<file path="src/rtl/cdfs_pkg.sv">
`default_nettype none
// ----------------------------------------------------------------------------
// cdfs_pkg
// shared constants and control types for the cdf table category sampler
// ----------------------------------------------------------------------------
package cdfs_pkg;

    localparam int MAX_CATEGORIES = 256;
    localparam int FRACTION_BITS  = 32;
    localparam int TABLE_DEPTH    = MAX_CATEGORIES - 1;
    localparam int IDX_W          = $clog2(MAX_CATEGORIES);
    localparam int COUNT_W        = IDX_W + 1;

    // input tdata: entry_index, boundary_value, uniform_draw
    localparam int S_FIELDS_W     = IDX_W + 2 * FRACTION_BITS;
    localparam int S_TDATA_W      = ((S_FIELDS_W + 7) / 8) * 8;
    localparam int M_TDATA_W      = ((IDX_W + 7) / 8) * 8;

    localparam logic [COUNT_W-1:0] COUNT_RESET = COUNT_W'(MAX_CATEGORIES);

    // operation codes carried on tuser
    localparam logic OP_LOAD = 1'b0;
    localparam logic OP_DRAW = 1'b1;

    typedef enum logic [1:0] {
        ST_IDLE   = 2'b01,
        ST_SEARCH = 2'b10
    } state_t;

    typedef struct packed {
        logic wr_entry;   // write one boundary entry
        logic start;      // latch draw, set search bounds, issue first read
        logic step;       // one compare and halving step
        logic load_out;   // move final index to the output register
    } cmd_t;

    typedef struct packed {
        logic done;       // search bounds have met
    } sts_t;

endpackage
`default_nettype wire

</file>
<file path="src/rtl/cdfs_ctrl.sv">
`default_nettype none
// ----------------------------------------------------------------------------
// cdfs_ctrl
// sequencer for table loads and the binary search of a draw
// ----------------------------------------------------------------------------
module cdfs_ctrl (
    input  wire logic           aclk,
    input  wire logic           aresetn,
    input  wire logic           s_valid,
    input  wire logic           s_op,
    output logic                s_ready,
    output logic                m_valid,
    input  wire logic           m_ready,
    input  wire cdfs_pkg::sts_t sts,
    output cdfs_pkg::cmd_t      cmd
);

    cdfs_pkg::state_t state_reg, state_next;
    logic             out_valid_reg, out_valid_next;
    logic             accept;
    logic             out_free;

    assign s_ready  = (state_reg == cdfs_pkg::ST_IDLE);
    assign accept   = s_valid && s_ready;
    assign out_free = !out_valid_reg || m_ready;

    always_comb begin
        state_next   = state_reg;
        cmd          = '0;
        case (state_reg)
            cdfs_pkg::ST_IDLE: begin
                if (accept) begin
                    if (s_op == cdfs_pkg::OP_DRAW) begin
                        cmd.start  = 1'b1;
                        state_next = cdfs_pkg::ST_SEARCH;
                    end else begin
                        cmd.wr_entry = 1'b1;
                    end
                end
            end
            cdfs_pkg::ST_SEARCH: begin
                if (!sts.done) begin
                    cmd.step = 1'b1;
                end else if (out_free) begin
                    cmd.load_out = 1'b1;
                    state_next   = cdfs_pkg::ST_IDLE;
                end
            end
            default: begin
                state_next = cdfs_pkg::ST_IDLE;
            end
        endcase
    end

    always_comb begin
        out_valid_next = out_valid_reg;
        if (cmd.load_out) begin
            out_valid_next = 1'b1;
        end else if (m_ready) begin
            out_valid_next = 1'b0;
        end
    end

    always_ff @(posedge aclk) begin
        if (!aresetn) begin
            state_reg     <= cdfs_pkg::ST_IDLE;
            out_valid_reg <= 1'b0;
        end else begin
            state_reg     <= state_next;
            out_valid_reg <= out_valid_next;
        end
    end

    assign m_valid = out_valid_reg;

    // a result never overwrites one that is still waiting
    a_no_overwrite: assert property (@(posedge aclk) disable iff (!aresetn)
        cmd.load_out |-> (!out_valid_reg || m_ready))
        else $error("result register overwritten while still held");

    // a draw always enters the search
    a_start_search: assert property (@(posedge aclk) disable iff (!aresetn)
        cmd.start |=> (state_reg == cdfs_pkg::ST_SEARCH))
        else $error("draw accepted without entering search");

    // a new result only appears at the end of a search
    a_result_source: assert property (@(posedge aclk) disable iff (!aresetn)
        $rose(out_valid_reg) |-> $past(state_reg == cdfs_pkg::ST_SEARCH && sts.done))
        else $error("result raised outside search completion");

    // a step never runs once the bounds have met
    a_step_live: assert property (@(posedge aclk) disable iff (!aresetn)
        cmd.step |-> !sts.done)
        else $error("search step issued after completion");

endmodule
`default_nettype wire

</file>
<file path="config.mk">
export PLATFORM = sky130hd
export DESIGN_NAME = cdfs_ctrl
export DESIGN_NICKNAME = d
export VERILOG_FILES = /design/src/rtl/cdfs_pkg.sv /design/src/rtl/cdfs_ctrl.sv
export SDC_FILE = /design/constraint.sdc
export NUM_CORES = 1
export LEC_CHECK = 0
export ABC_AREA = 1
export BUFFER_PORTS_ARGS = -buffer_cell sky130_fd_sc_hd__buf_2
export CAP_MARGIN = 30
export CORE_AREA = 3 3 40 42
export CTS_BUF_LIST = sky130_fd_sc_hd__clkbuf_8
export DETAILED_ROUTE_END_ITERATION = 7
export DIE_AREA = 0 0 43 45
export GPL_TIMING_DRIVEN = 0
export PLACE_DENSITY = 0.45
export SYNTH_ARGS = -nofsm -noshare
export SYNTH_HDL_FRONTEND = slang
export SYNTH_SLANG_ARGS = --single-unit
</file>
<file path="constraint.sdc">
create_clock -name aclk -period 1.3 [get_ports aclk]
set_input_delay 0.26 -clock aclk [delete_from_list [all_inputs] [get_ports aclk]]
set_output_delay 0.26 -clock aclk [all_outputs]
set_load 0.02 [all_outputs]
</file>
-- After elaboration in Yosys (flattened, before gate mapping)
Cells that the tools add are included.
- register bits after elaboration: 3
- input bits: 6
- output and inout port bits: 6
- equality and inequality tests: 6
- multiplexer cells: 15
- reductions and logical operators: 5
- operators with widths (cell ; count):
    2-bit two-way mux ; 7
    1-bit two-way mux ; 7
    2-bit inequality test (second input constant) ; 3
    2-bit case mux with 2 select lines ; 1
    4-bit AND reduction ; 1
    2-bit by 1-bit equality test with 1-bit output (second input constant) ; 1
    2-bit equality test (second input constant) ; 1
    2-bit by 1-bit inequality test with 1-bit output (second input constant) ; 1
    2-bit nonzero test ; 1
    1-bit logical AND ; 1
    1-bit zero test ; 1
    1-bit logical OR ; 1

-- Longest topological paths before layout
- depth in word-level cells: 6
- depth in mapped cells: 6
- depth with buffers taken out: 6

-- Least setup slack after synthesis
OpenSTA, ideal clock, no wires.
- kind: register to output
- start point: reg state_reg[0]
- end point: out cmd[3] in the netlist's numbering
- data arrival time: 0.951 ns
- required time: 1.040 ns
- path slack: 0.089 ns
- cell stages (with the launch flop): 5
- buffers on the path: 0
- path through: dfxtp_1 -> inv_2 -> nor2_4 -> nand2_1 -> nor2_1
- RTL lines (element ; RTL line ; source):
    from (decl) ; cdfs_ctrl.sv:18 ; cdfs_pkg::state_t state_reg, state_next;
    from (signal assigned) ; cdfs_ctrl.sv:66 ; state_reg <= cdfs_pkg::ST_IDLE;
    from (signal assigned) ; cdfs_ctrl.sv:69 ; state_reg <= state_next;
    to (decl) ; cdfs_ctrl.sv:15 ; output cdfs_pkg::cmd_t cmd

==> summary.md <==
| Metric | Value |
|---|---|
| Layout cell share with drive strength beyond 1 | 68.89% |
| Power Dens Cells | 1542 mW/mm2 |
| Hold_ws | 299.3 ps |
| Static leakage | 0.1896 nW |
| Post-CTS Hold Buffers | 0 |
| Final Cell Area | 347.8 um2 |
| Crit path time final | 1286 ps |
| Peak supply drop | 0.4290 mV |
| Post-Syn Instances | 28 |
| Fin nets | 52 |
| Slew HR | 90.50% |
| Post-route DRC | 0 |
| Grt total ovfl | 0 |
| Hold Path Class | in -> reg |
| CTS H-tree lvls | 1 |
| Synth Cell Area | 186.4 um2 |
| Port Buffers | 11 |
| Max incr delay on CP | 360 ps |
| Setup CP Type | reg -> out |
| Syn Nets | 34 |
| CP endpoint kind | output pin |
| Status | finished clean |
| Routed len/inst | 7.283 um |
| Root Driver | clkbuf_8 |
| Final ANT Viol Nets | 0 |
| Total core area | 0.001285 mm2 |
| TritonRoute pass-1 iters | 1 |
| DP Area | 260.3 um2 |
| Clock Sinks | 3 |
| Arrival time at the worst endpoint | 1030 ps |
| Max Cap Viol | 0 |
| Setup WS post-layout | 13.55 ps |
| Largest net degree at the start of global routing | 5 |
| Final Non-Filler Cells | 60 |
| Worst-case clock buffer depth | 2 |
| Post-Route Utilization | 27.07% |
| Post-route clock skew | 2.482 ps |
| Worst Tran Pin Value | 141.4 ps |
| DR vias | 215 |
| Initial antenna violation count | 0 |
| Seq cells post-synth | 3 |
| Detailed Route Iter0 Violations | 0 |
| Cells on Worst Hold Path | 3 |
| Clk pin slew, worst setup/hold paths | 30 ps |
| CP max FO | 4 |
| Final Max Slew Viols | 0 |
| RSZ-0062 raised after global routing | yes |
| Post-DP HPWL | 365.2 um |
| CP bufs+invs | 2 |
| CP Launch Type | register |
| Avg Cell Area, Syn | 6.658 um2 |
| Total Power | 0.5364 mW |
| First-pass GRT wire length | 717 um |
| Worst Reg-to-Reg Cells | 6 |
| IO Pins | 12 |
| Yosys Warn Count | 0 |
| P&R area growth vs syn | 86.58% |
| GPL Wtd Cong | 0.5843 |
| Period utilisation layout | 98.96% |
| Setup Total Neg Slack | 0 ps |
| Critical hold path startpoint | aresetn |
| Req. time, crit path | 1040 ps |
| Die Wd | 43 um |
| Routed WL | 437 um |
| Netlist cell types | 13 |
| Max reg flops | 2 |
| Pre-CTS WS | 123.9 ps |
| Number of core rows | 13 |
| Routed vias/inst | 3.583 |
| Worst reg2reg path startpoint | state_reg[0]$_SDFFE_PN1P_ |
| Clk Latency, worst-skew pair | 210 ps |
| CTS tree | built |
| Starting Density | 14.51% |
| Area of the die | 0.001935 mm2 |
| Placed cell count | 54 |
| Ant. Diodes | 0 |
| Total GRT Usage | 5.246% |
| Vias in the first global route | 207 |
| Cells along the critical path | inv_2, nor2_4, nand2_1, nor2_1, buf_4 |
| WP depth | 5 |
| Final Setup Violations | 0 |
| Family with the most delay on the worst path | flip-flops |
| Crit-path slowest cell | dfxtp_4 |
| Final Hold Fails | 0 |
| Fmax | 0.7773 GHz |
| CP Launch Point | state_reg[0]$_SDFFE_PN1P_ |
| Cts bufs inserted | 3 |
| Post-synthesis sequential area ratio | 32.21% |
| Die height | 45 um |
## path summary, 6_finish.rpt
path / end / slack, ps
worst max-delay path: cmd[3] / 10
worst min-delay path: m_valid$_SDFFE_PN0P_ / 300
worst max register to register: state_reg[1]$_SDFFE_PN0P_ / 400
worst min register to register: m_valid$_SDFFE_PN0P_ / 540
## layout make-up
| type | count | area, um2 |
|---|---|---|
| Timing Repair Buffer | 13 | 81.33 |
| Inverter | 7 | 26.28 |
| Fill cell | 151 | 937.1 |
| Buffer | 1 | 11.26 |
| Clock buffer | 3 | 41.29 |
| Multi-Input combinational cell | 17 | 100.1 |
| Tap cell | 15 | 18.77 |
| Sequential cell | 3 | 65.06 |
| Clock inverter | 1 | 3.754 |
## what timing repair did
action	in CTS	in global routing
gates resized for setup	8	3
endpoints found under the hold margin	0	0
setup buffers	2	0
endpoints found under the setup margin	3	3
## tightest hold or removal path, cell delays in order
cell and delay (ps):
buf_2 110, inv_1 60, a21oi_2 30
## where the power goes
group,switching [mW],total [mW],internal (mW)
combinational,0.0885,0.154,0.0651
clock,0.0580,0.259,0.201
sequential,0.0154,0.124,0.109
## cells in the final DEF (no fill, tap or decap), types with 2 or more instances in the layout
cell type and count:
buf_6 2, buf_2 8, inv_1 3, clkbuf_8 3, nor2_4 2, inv_2 5
nand2_1 7, nand2_2 2, buf_4 4
## Yosys cell counts
library cell  n  share of area, %
nor3_1        1               2.7
a21oi_1       1               2.7
inv_2         4               8.1
buf_4         1               4.0
nand3_2       1               5.4
nor2_2        1               3.4
nor2_1        2               4.0
a21oi_2       1               4.7
nand2_1       7                14
nor2_4        1               6.0
nand2_2       2               6.7
inv_1         3               6.0
dfxtp_1       3                32
## per-layer routing
metal  wire (um)  share of wire [%]  GRT usage [%]  up-vias
met2         237                 54          8.683        4
met4           0                  0          3.614        0
met5           0                  0              0        -
met3          28                6.4          2.390        0
met1         171                 39          5.301       96
li1            -                  -              -      115
## logic make-up after synthesis
family	count (synthesis)	synth area share, %
simple gates	15	42.28
flops	3	32.22
compound gates	2	7.381
buf+inv	8	18.12
(Power assumes the default switching activity.)
